<file path="src/rtl/core/dop_pkg.sv">
`timescale 1ns / 1ps
package dop_pkg;

  localparam int NumSlots = 7;
  localparam int SlotW = 3;

  localparam logic [SlotW-1:0] NO_SLOT = 3'd7;

  localparam logic [1:0] PH_TYPE  = 2'd0;
  localparam logic [1:0] PH_LEN   = 2'd1;
  localparam logic [1:0] PH_VALUE = 2'd2;

  localparam logic [1:0] ST_OK      = 2'd0;
  localparam logic [1:0] ST_BAD_LEN = 2'd1;
  localparam logic [1:0] ST_BAD_MSG = 2'd2;
  localparam logic [1:0] ST_NO_END  = 2'd3;

  localparam logic [7:0] OPT_PAD       = 8'd0;
  localparam logic [7:0] OPT_MASK      = 8'd1;
  localparam logic [7:0] OPT_GATEWAY   = 8'd3;
  localparam logic [7:0] OPT_BCAST     = 8'd28;
  localparam logic [7:0] OPT_LEASE     = 8'd51;
  localparam logic [7:0] OPT_MSG_TYPE  = 8'd53;
  localparam logic [7:0] OPT_SERVER    = 8'd54;
  localparam logic [7:0] OPT_RENEWAL   = 8'd58;
  localparam logic [7:0] OPT_REBINDING = 8'd59;
  localparam logic [7:0] OPT_END       = 8'd255;

  localparam logic [7:0] MSG_OFFER = 8'd2;
  localparam logic [7:0] MSG_ACK   = 8'd5;

  localparam logic [SlotW-1:0] SLOT_BCAST = 3'd2;

  typedef struct packed {
    logic [7:0]  option_byte;
    logic        first;
    logic        last;
    logic [31:0] your_address;
  } in_item_t;

  typedef struct packed {
    logic [1:0]  status;
    logic [31:0] host_address;
    logic [31:0] subnet_mask;
    logic [31:0] router_address;
    logic [31:0] broadcast_address;
    logic [31:0] server_id;
    logic [31:0] lease_seconds;
    logic [31:0] renewal_seconds;
    logic [31:0] rebinding_seconds;
    logic [7:0]  updated_mask;
  } out_item_t;

  typedef struct packed {
    logic      emit;
    out_item_t data;
  } step_res_t;

  function automatic logic [SlotW-1:0] slot_of(input logic [7:0] t);
    case (t)
      OPT_MASK:      slot_of = 3'd0;
      OPT_GATEWAY:   slot_of = 3'd1;
      OPT_BCAST:     slot_of = 3'd2;
      OPT_SERVER:    slot_of = 3'd3;
      OPT_LEASE:     slot_of = 3'd4;
      OPT_RENEWAL:   slot_of = 3'd5;
      OPT_REBINDING: slot_of = 3'd6;
      default:       slot_of = NO_SLOT;
    endcase
  endfunction

  function automatic logic strict_four(input logic [7:0] t);
    strict_four = (t == OPT_MASK) || (t == OPT_GATEWAY) ||
                  (t == OPT_LEASE) || (t == OPT_SERVER);
  endfunction

endpackage

</file>
<file path="src/rtl/core/dhcp_option_parser.sv">
`timescale 1ns / 1ps
// channel  | ports                          | moves
// input    | in_valid, in_ready, in_data    | one option byte with first/last and offered address
// output   | out_valid, out_ready, out_data | at most one parse result per message
//
// Each byte passes an input register, combinational parse logic, and a result register.
// One byte per cycle sustained while the result is not stalled; a byte passes the input, then the result register.
// Bytes that close no message produce no result transfer.
// Reset (rst_n low, synchronous) empties both registers and ignores bytes until a first byte.
// A stalled result holds the parse step; the input register holds at most one waiting byte.
module dhcp_option_parser (
  input  logic               clk,
  input  logic               rst_n,
  input  logic               in_valid,
  output logic               in_ready,
  input  dop_pkg::in_item_t  in_data,
  output logic               out_valid,
  input  logic               out_ready,
  output dop_pkg::out_item_t out_data
);
  import dop_pkg::*;

  logic      item_valid;
  in_item_t  item;
  logic      room;
  logic      take;
  step_res_t res;

  assign take = item_valid && room;

  dop_in_stage u_in (
    .clk        (clk),
    .rst_n      (rst_n),
    .in_valid   (in_valid),
    .in_ready   (in_ready),
    .in_data    (in_data),
    .take       (take),
    .item_valid (item_valid),
    .item       (item)
  );

  dop_parse_core u_core (
    .clk     (clk),
    .rst_n   (rst_n),
    .step_en (take),
    .item    (item),
    .res     (res)
  );

  dop_out_stage u_out (
    .clk       (clk),
    .rst_n     (rst_n),
    .load      (take && res.emit),
    .load_data (res.data),
    .room      (room),
    .out_valid (out_valid),
    .out_ready (out_ready),
    .out_data  (out_data)
  );

endmodule

</file>
<file path="src/rtl/core/dop_in_stage.sv">
`timescale 1ns / 1ps
module dop_in_stage (
  input  logic              clk,
  input  logic              rst_n,
  input  logic              in_valid,
  output logic              in_ready,
  input  dop_pkg::in_item_t in_data,
  input  logic              take,
  output logic              item_valid,
  output dop_pkg::in_item_t item
);
  import dop_pkg::*;

  logic     valid_r;
  logic     valid_nxt;
  in_item_t item_r;

  assign in_ready   = !valid_r || take;
  assign item_valid = valid_r;
  assign item       = item_r;

  always_comb begin
    valid_nxt = valid_r;
    if (in_valid && in_ready) begin
      valid_nxt = 1'b1;
    end else if (take) begin
      valid_nxt = 1'b0;
    end
  end

  always_ff @(posedge clk) begin
    if (!rst_n) begin
      valid_r <= 1'b0;
    end else begin
      valid_r <= valid_nxt;
    end
  end

  always_ff @(posedge clk) begin
    if (in_valid && in_ready) begin
      item_r <= in_data;
    end
  end

endmodule

</file>
<file path="src/rtl/core/dop_parse_core.sv">
`timescale 1ns / 1ps
module dop_parse_core (
  input  logic               clk,
  input  logic               rst_n,
  input  logic               step_en,
  input  dop_pkg::in_item_t  item,
  output dop_pkg::step_res_t res
);
  import dop_pkg::*;

  logic [1:0]  phase_r, phase_nxt;
  logic        fin_r, fin_nxt;
  logic [7:0]  type_r, type_nxt;
  logic [7:0]  left_r, left_nxt;
  logic        len4_r, len4_nxt;
  logic [31:0] shift_r, shift_nxt;
  logic [31:0] offered_r, offered_nxt;
  logic [31:0] cv_r [NumSlots];
  logic [31:0] cv_nxt [NumSlots];
  logic [7:0]  upd_r, upd_nxt;
  logic        emit;
  logic [1:0]  status;
  logic [7:0]  b;
  logic [SlotW-1:0] slot;

  assign b    = item.option_byte;
  assign slot = slot_of(type_r);

  always_comb begin
    phase_nxt   = phase_r;
    fin_nxt     = fin_r;
    type_nxt    = type_r;
    left_nxt    = left_r;
    len4_nxt    = len4_r;
    shift_nxt   = shift_r;
    offered_nxt = offered_r;
    upd_nxt     = upd_r;
    for (int i = 0; i < NumSlots; i++) begin
      cv_nxt[i] = cv_r[i];
    end
    emit   = 1'b0;
    status = ST_OK;

    if (item.first) begin
      for (int i = 0; i < NumSlots; i++) begin
        cv_nxt[i] = '0;
      end
      upd_nxt     = '0;
      type_nxt    = '0;
      left_nxt    = '0;
      len4_nxt    = 1'b0;
      shift_nxt   = '0;
      phase_nxt   = PH_TYPE;
      offered_nxt = item.your_address;
      fin_nxt     = 1'b0;
    end

    if (!fin_nxt) begin
      case (phase_nxt)
        PH_TYPE: begin
          if (b == OPT_END) begin
            if (offered_nxt != '0) begin
              cv_nxt[SLOT_BCAST] = offered_nxt | 32'h0000_00ff;
              upd_nxt            = upd_nxt | 8'h09;
            end
            emit   = 1'b1;
            status = ST_OK;
          end else if (b != OPT_PAD) begin
            type_nxt  = b;
            phase_nxt = PH_LEN;
          end
        end
        PH_LEN: begin
          len4_nxt  = (b == 8'd4);
          left_nxt  = b;
          shift_nxt = '0;
          if (strict_four(type_nxt) && b != 8'd4) begin
            emit   = 1'b1;
            status = ST_BAD_LEN;
          end else if (type_nxt == OPT_MSG_TYPE && b != 8'd1) begin
            emit   = 1'b1;
            status = ST_BAD_LEN;
          end else begin
            phase_nxt = (b == 8'd0) ? PH_TYPE : PH_VALUE;
          end
        end
        default: begin
          shift_nxt = {shift_nxt[23:0], b};
          left_nxt  = left_nxt - 8'd1;
          if (type_nxt == OPT_MSG_TYPE && b != MSG_OFFER && b != MSG_ACK) begin
            emit   = 1'b1;
            status = ST_BAD_MSG;
          end else if (left_nxt == 8'd0) begin
            phase_nxt = PH_TYPE;
            if (slot != NO_SLOT && len4_nxt) begin
              cv_nxt[slot] = shift_nxt;
              upd_nxt      = upd_nxt | (8'd1 << (slot + 3'd1));
            end
          end
        end
      endcase

      if (!emit && item.last) begin
        emit   = 1'b1;
        status = ST_NO_END;
      end
      if (emit) begin
        fin_nxt   = 1'b1;
        phase_nxt = PH_TYPE;
      end
    end
  end

  always_comb begin
    res.emit                   = emit;
    res.data.status            = status;
    res.data.host_address      = upd_nxt[0] ? offered_nxt : '0;
    res.data.subnet_mask       = cv_nxt[0];
    res.data.router_address    = cv_nxt[1];
    res.data.broadcast_address = cv_nxt[2];
    res.data.server_id         = cv_nxt[3];
    res.data.lease_seconds     = cv_nxt[4];
    res.data.renewal_seconds   = cv_nxt[5];
    res.data.rebinding_seconds = cv_nxt[6];
    res.data.updated_mask      = upd_nxt;
  end

  always_ff @(posedge clk) begin
    if (!rst_n) begin
      phase_r <= PH_TYPE;
      fin_r   <= 1'b1;
    end else if (step_en) begin
      phase_r <= phase_nxt;
      fin_r   <= fin_nxt;
    end
  end

  always_ff @(posedge clk) begin
    if (step_en) begin
      type_r    <= type_nxt;
      left_r    <= left_nxt;
      len4_r    <= len4_nxt;
      shift_r   <= shift_nxt;
      offered_r <= offered_nxt;
      upd_r     <= upd_nxt;
      for (int i = 0; i < NumSlots; i++) begin
        cv_r[i] <= cv_nxt[i];
      end
    end
  end

  a_emit_finishes: assert property (@(posedge clk) disable iff (!rst_n)
    step_en && res.emit |=> fin_r && phase_r == PH_TYPE)
    else $error("result transfer did not close the message");

  a_ok_on_end: assert property (@(posedge clk) disable iff (!rst_n)
    step_en && res.emit && res.data.status == ST_OK |-> item.option_byte == OPT_END)
    else $error("ok status without end option");

  a_first_opens: assert property (@(posedge clk) disable iff (!rst_n)
    step_en && item.first && !res.emit |=> !fin_r)
    else $error("first byte did not open a message");

  a_host_implies_bcast: assert property (@(posedge clk) disable iff (!rst_n)
    step_en && res.emit && res.data.updated_mask[0] |-> res.data.updated_mask[3])
    else $error("host capture without broadcast");

endmodule

</file>
<file path="src/rtl/core/dop_out_stage.sv">
`timescale 1ns / 1ps
module dop_out_stage (
  input  logic               clk,
  input  logic               rst_n,
  input  logic               load,
  input  dop_pkg::out_item_t load_data,
  output logic               room,
  output logic               out_valid,
  input  logic               out_ready,
  output dop_pkg::out_item_t out_data
);
  import dop_pkg::*;

  logic      valid_r;
  logic      valid_nxt;
  out_item_t data_r;

  assign room      = !valid_r || out_ready;
  assign out_valid = valid_r;
  assign out_data  = data_r;

  always_comb begin
    valid_nxt = valid_r;
    if (load) begin
      valid_nxt = 1'b1;
    end else if (out_ready) begin
      valid_nxt = 1'b0;
    end
  end

  always_ff @(posedge clk) begin
    if (!rst_n) begin
      valid_r <= 1'b0;
    end else begin
      valid_r <= valid_nxt;
    end
  end

  always_ff @(posedge clk) begin
    if (load) begin
      data_r <= load_data;
    end
  end

endmodule
</file>
<file path="config.mk">
export PLATFORM = sky130hd
export DESIGN_NAME = dhcp_option_parser
export DESIGN_NICKNAME = d
export VERILOG_FILES = /design/src/rtl/core/dop_pkg.sv /design/src/rtl/core/dhcp_option_parser.sv /design/src/rtl/core/dop_in_stage.sv /design/src/rtl/core/dop_parse_core.sv /design/src/rtl/core/dop_out_stage.sv
export SDC_FILE = /design/constraint.sdc
export NUM_CORES = 1
export LEC_CHECK = 0
export BUFFER_PORTS_ARGS = -buffer_cell sky130_fd_sc_hd__buf_2
export CAP_MARGIN = 5
export CORE_MARGIN = 2
export CORE_UTILIZATION = 55
export CTS_CLUSTER_DIAMETER = 50
export DETAILED_ROUTE_END_ITERATION = 7
export PLACE_DENSITY = 0.88
export SLEW_MARGIN = 25
export SYNTH_ARGS = -nofsm -noshare
export SYNTH_HDL_FRONTEND = slang
export SYNTH_SLANG_ARGS = --single-unit
</file>
<file path="constraint.sdc">
create_clock -name clk -period 56.3 [get_ports clk]
set_input_delay 11.26 -clock clk [delete_from_list [all_inputs] [get_ports clk]]
set_output_delay 11.26 -clock clk [all_outputs]
set_load 0.1 [all_outputs]
</file>
==> impl_metrics.yaml, run 1 <==
logic_synthesis:
  synth_cell_types: 78
  synth_fp_nets: 1777
  seq_area_frac_synth: 0.7481
  synth_top_area_cell: "edfxtp_1"
  yosysTopAreaCellShare: 0.7440
  synth-edff-count: 613
  synthArstFlopShare: 0
  synth_top_flop_cell: "edfxtp_1"
  yosysWarnings: 0
  synth_area_leaders: "edfxtp_1 (74%), nand2_1 (5.1%), o21ai_0 (3.0%), mux2i_1 (1.8%), a22o_1 (1.5%)"
  avgSynthCellArea_um2: 14.32
  ys_seq_elements: 618
  syn-cell-area_um2: 24740
  synth_cells: 1728
global_route:
  grt_pass1_vias: 15730
  grt_pass1_wl_mm: 96.39
  overflow: 0
  grt_max_degree: 176
  grt_usage: 0.2757
  antenna_found_initial: 1
status:
  outcome: "finished clean"
floorplan:
  die_area_um2: 46690
  rows: 77
  die_h_um: 216.1
  core_area_um2: 44320
  io_pins: 314
  initial_utilization: 0.5582
  die_w_um: 216.1
clocking:
  clockRootBuffer: "clkbuf_16"
  insertion_delay_ps: 600
  cts_tree: "built"
  postCtsSetupRepairBufs: 0
  cts_resized: 0
  cts_buffers: 66
  clkTransAtPathRegs_ps: 60
  h-tree-depth: 3
  clock_sinks: 618
  ctsHoldBuffers: 0
  cts_buffer_depth: 3
setup_path:
  path_common_cell: "buf_2"
  r2r_end: "u_out.out_data[59]$_DFFE_PP_"
  crit_buf_inv: 2
  cp-end-kind: "output port"
  r2r_cells: 11
  regToRegStartpoint: "u_core.type_r[2]$_DFFE_PP_"
  cpLargestDelayFamily: "simple AND/OR/NAND/NOR gates"
  cp_cell_sequence: "buf_2, nor2b_1, nand2_1, buf_2"
  startpoint_type: "input port"
  required_ps: 45040
  crit_type: "input port to output port"
  slowest_stage: "nor2b_1"
  r2r_slack_ps: 50940
  slowest_delay_ps: 340
  arrival_ps: 12140
  worstPathMaxFanout: 4
placed_design:
  gp_congestion: 0.9001
  port_buffers: 313
  dp_hpwl_mm: 39.98
  place_ws_ps: 32880
timing:
  finalHoldViolCount: 0
  setup_ws_ps: 32900
  final.setup.tns_ps: 0
  tightestPinTransition_ps: 1129
  rsz0062_at_grt: "false"
  period_share: 0.4156
  fmax_mhz: 42.74
  period_minus_slack_ps: 23400
  relSlewSlack: 0.2471
  setup_viol: 0
  slew_violations: 0
  fin_skew_ps: 18.62
route:
  drcViolationCount: 0
  wl_per_cell_um: 24.78
  routed_via_density: 6.091
  drt-pass1-iter-count: 6
  wirelength_mm: 65.80
  drtIter0Drc: 1790
  route.antenna.remaining_nets: 0
  vias: 16172
pwr:
  powerDensity_nw_per_um2: 35.51
  vdd_drop_max_mv: 0.02440
  p_leak_nw: 10.38
final_layout:
  multi_input_area_um2: 5647
  nets: 2061
  area_growth_pct: 17.04
  finish.utilization: 0.6534
  drive_gt1_frac: 0.2439
  fillCellCount: 3069
  seq_area_um2: 18510
worst_hold_path:
  whs_endpoint: "u_in.item_valid$_SDFFE_PN0P_"
  hold_path_depth: 2
  hp-start: "u_in.item_valid$_SDFFE_PN0P_"
  hold_path_class: "flip-flop to flip-flop"
run:
  drv_cap: 0
==> Yosys cell counts, drive strengths merged, types with 9 or more instances <==
library cell,instances
mux2i,44
nand4,11
mux2,30
o21ai,157
nor4,22
nor2b,31
nand2,336
clkbuf,99
a221o,17
a21boi,10
a22oi,12
edfxtp,613
inv,32
buf,29
a22o,42
a21oi,41
nor3,16
nor2,54
a21bo,9
==> state kept, by name, indices dropped and copies added (netlist names), 2 cells and up <==
name / cells
u_out.out_data: 266
u_in.item: 42
u_core.offered_r: 32
u_core.phase_r: 2
u_core.upd_r: 8
u_core.type_r: 8
u_core.cv_r: 224
u_core.shift_r: 24
u_core.left_r: 8
==> worst max path at each step <==
stage | end | startpoint | cells past startpoint
finish | in_ready | out_ready | 4
global route | in_ready | out_ready | 4
CTS | in_ready | out_ready | 4
detailed placement | in_ready | out_ready | 4
global placement | in_ready | out_ready | 4
floorplan | u_out.out_data[0]$_DFFE_PP_ | out_ready | 4
==> report_power, final <==
group | switching, mW | internal (mW)
Clock | 0.177 | 0.244
Combinational | 0.0556 | 0.0142
Sequential | 0.0118 | 0.525
==> worst reg2reg max path, delay by kind of cell (launching register included) <==
kind	cells	cell delay, ps
muxes	1	430
AOI/OAI and AO/OA	1	140
adders and majority gates	1	270
DFF	1	510
and+or+nand+nor	7	3320
buffers and inverters	1	430
==> placed cells by master, fill, tap and decap left out, drive strengths merged, types with 4 or more instances in the layout <==
| master | count |
|---|---|
| edfxtp | 613 |
| buf | 344 |
| nand2 | 336 |
| o21ai | 157 |
| clkbuf | 79 |
| nor2 | 54 |
| mux2i | 44 |
| a22o | 42 |
| a21oi | 41 |
| inv | 37 |
| nor2b | 31 |
| mux2 | 30 |
| clkinv | 28 |
| nor4 | 22 |
| a221o | 17 |
| nor3 | 16 |
| a22oi | 12 |
| nand4 | 11 |
| a21boi | 10 |
| a21bo | 9 |
| or3 | 6 |
| o41ai | 6 |
| nor4b | 6 |
| a2bb2oi | 5 |
| a32o | 5 |
| o22ai | 5 |
| o221ai | 5 |
| dfxtp | 5 |
| o211ai | 5 |
| nand2b | 5 |
| nand3b | 4 |
| nand3 | 4 |
| or3b | 4 |
| and2 | 4 |
| nor3b | 4 |
==> per-layer routing <==
| layer | up-vias | global-route usage | share of wire |
|---|---|---|---|
| met5 | - | 0 | 0 |
| met1 | 8033 | 0.3748 | 0.39 |
| li1 | 7050 | - | - |
| met2 | 919 | 0.4333 | 0.48 |
| met4 | 0 | 0.1340 | 0.045 |
| met3 | 170 | 0.05193 | 0.086 |
==> stage by stage <==
step	hold slack [ps]	instances	total power [mW]	area (um2)
2_1_floorplan	465.3	1728	0.6027	24740
3_3_place_gp	503.1	2534	0.6125	26820
3_5_place_dp	530.0	2535	0.6152	26830
4_1_cts	540.6	2653	1.032	28930
5_1_grt	578.8	2655	1.053	28960
6_report	538.9	2655	1.028	28960
==> area by class of cell <==
class,instances,area share
multi-input cells,950,0.1950
repair buffers,344,0.06313
clock inverters,39,0.01028
flip-flops and latches,618,0.6392
clock buffers,79,0.06240
diodes,1,0.00008642
inverters,32,0.004321
well taps,592,0.02558
==> kinds of logic after synthesis <==
| group | Yosys count | synth area share |
|---|---|---|
| DFF | 618 | 0.7481 |
| adders and majority gates | 3 | 0.001517 |
| and+or+nand+nor | 520 | 0.09786 |
| buffers and inverters | 160 | 0.02599 |
| xor gates and xnor gates | 2 | 0.0007082 |
| AOI/OAI and AO/OA | 351 | 0.09437 |
| muxes | 74 | 0.03146 |
(Power assumes the default switching activity.)
==> run 2: changes to the inputs <==
==> constraint.sdc (replaced) <==
create_clock -name clk -period 22 [get_ports clk]
set_input_delay 4.4 -clock clk [delete_from_list [all_inputs] [get_ports clk]]
set_output_delay 4.4 -clock clk [all_outputs]
set_load 0.1 [all_outputs]
==> run 2 against run 1 <==
  * Sequential cell count unchanged
  * Die area unchanged
  * Clock skew decreased by 2.2 ps
  * Power increased to 2.6 times the previous value
  * Hold slack got worse by 8.4 ps
  * Via count increased by 0.92%
  * Clock-buffer cell count increased by 2
  * Critical path type unchanged
  * Largest cell class unchanged
  * Largest power group unchanged
  * Highest routed layer unchanged
==> impl_metrics.yaml, run 2 (synthesis gave the netlist of run 1 again) <==
status:
  outcome: "finished clean"
final_layout:
  mostFrequentLayoutCells: "edfxtp_1 (613), nand2_1 (336), buf_2 (313), o21ai_0 (147), clkbuf_16 (69)"
  drive_gt1_frac: 0.2400
  final_common_cell: "edfxtp_1"
  nets: 2054
  largest_reg_flops: 266
  area_growth_pct: 16.84
setup_path:
  crit_buf_inv: 2
  startpoint_type: "input port"
  cpLargestDelayFamily: "simple AND/OR/NAND/NOR gates"
  slowest_stage: "nor2b_1"
  r2r_slack_ps: 16290
  cp-end-kind: "output port"
  cp_cell_sequence: "buf_2, nor2b_1, nand2_1, buf_2"
  slowest_delay_ps: 310
  worstPathMaxFanout: 4
  arrival_ps: 5250
  crit_type: "input port to output port"
  required_ps: 17600
  path_common_cell: "buf_2"
route:
  wirelength_mm: 65.97
  route.antenna.remaining_nets: 0
  vias: 16320
  drcViolationCount: 0
  routed_via_density: 6.175
  drtIter0Drc: 2188
  wl_per_cell_um: 24.96
  drt-pass1-iter-count: 6
global_route:
  gr-usage-met1: 0.3658
  antenna_found_initial: 0
  grt_usage: 0.2777
  top_usage_layer: "met2"
  grt_use_met2: 0.4432
  grt_pass1_vias: 15775
  use_met3: 0.05656
  grt_pass1_wl_mm: 97.24
  overflow: 0
  grt_max_degree: 186
timing:
  fin_skew_ps: 16.37
  slew_violations: 0
  setup_viol: 0
  tightestPinTransition_ps: 1069
  period_minus_slack_ps: 9649
  rsz0062_at_grt: "false"
  relSlewSlack: 0.2876
  final.setup.tns_ps: 0
  finalHoldViolCount: 0
  fmax_mhz: 103.6
  period_share: 0.4386
floorplan:
  die_w_um: 216.1
  io_pins: 314
  die_area_um2: 46690
  initial_utilization: 0.5582
  core_area_um2: 44320
  die_h_um: 216.1
  rows: 77
clocking:
  clkTransAtPathRegs_ps: 60
  clockRootBuffer: "clkbuf_16"
  h-tree-depth: 3
  cts_buffer_depth: 3
  cts_tree: "built"
  insertion_delay_ps: 590
  cts_resized: 0
  clock_sinks: 618
  cts_buffers: 66
  postCtsSetupRepairBufs: 0
  ctsHoldBuffers: 0
run:
  drv_cap: 0
placed_design:
  gp_congestion: 0.9024
  port_buffers: 313
  dp_hpwl_mm: 40.03
pwr:
  power_mw: 2.635
  vdd_drop_max_mv: 0.06687
  p_leak_nw: 10.35
  powerDensity_nw_per_um2: 91.15
worst_hold_path:
  hold_path_class: "flip-flop to flip-flop"
==> run 2: changes by cell type in the layout (fill, tap and decap cells not counted), moves of 2 or more <==
cell	delta
clkbuf_16	-2
clkinv_2	-3
clkinv_1	-5
bufinv_16	+2
clkbuf_1	+4
buf_4	-10
buf_6	+3
==> run 2: cell type report <==
| class | instances | area (um2) |
|---|---|---|
| antenna | 1 | 2.502 |
| clock buffer | 81 | 1772 |
| clock inverter | 32 | 311.5 |
| fill | 3081 | 15410 |
| inverter | 32 | 125.1 |
| multi-input combinational | 950 | 5653 |
| sequential | 618 | 18510 |
| tap | 592 | 740.7 |
| timing repair buffer | 337 | 1794 |
==> run 2: path summary, 6_finish.rpt <==
| check | depth (start not counted) | end | start |
|---|---|---|---|
| setup / recovery | 4 | in_ready | out_ready |
| setup reg to reg | 11 | u_out.out_data[60]$_DFFE_PP_ | u_core.type_r[2]$_DFFE_PP_ |
| hold / removal | 2 | u_in.item_valid$_SDFFE_PN0P_ | u_in.item_valid$_SDFFE_PN0P_ |
| hold reg to reg | 2 | u_in.item_valid$_SDFFE_PN0P_ | u_in.item_valid$_SDFFE_PN0P_ |
==> run 2: worst min-delay path: cells and delay by family, from the launching register on <==
kind / cells / cell delay [ps]
flip-flops: 1 / 320
AND/OR/NAND/NOR: 1 / 50
AO/OA/AOI/OAI: 1 / 120
==> run 2: metal layers <==
layer | wire length (um) | vias to the layer above
met5 | 0 | -
met1 | 24280 | 8045
met2 | 31940 | 1051
met3 | 6389 | 200
li1 | - | 7024
met4 | 3359 | 0
==> run 2: power breakdown <==
part           total (mW)  switching (mW)  internal (mW)
Combinational       0.176           0.140         0.0362
Sequential           1.38          0.0339           1.34
Clock                1.08           0.448          0.633
Total                2.63           0.621           2.01
==> run 2: stage by stage <==
| step | cells | hold slack, ps | setup slack (ps) | cell area (um2) | utilization |
|---|---|---|---|---|---|
| final | 2643 | 530.5 | 12350 | 28910 | 0.6523 |
| after detailed placement | 2528 | 522.6 | 12360 | 26770 | 0.6041 |
| after CTS | 2641 | 532.1 | 12360 | 28850 | 0.6511 |
| after global placement | 2528 | 501.3 | 12360 | 26770 | 0.6041 |
| after global routing | 2642 | 571.9 | 12270 | 28900 | 0.6522 |
| after floorplan | 1728 | 464.8 | 1205 | 24750 | - |
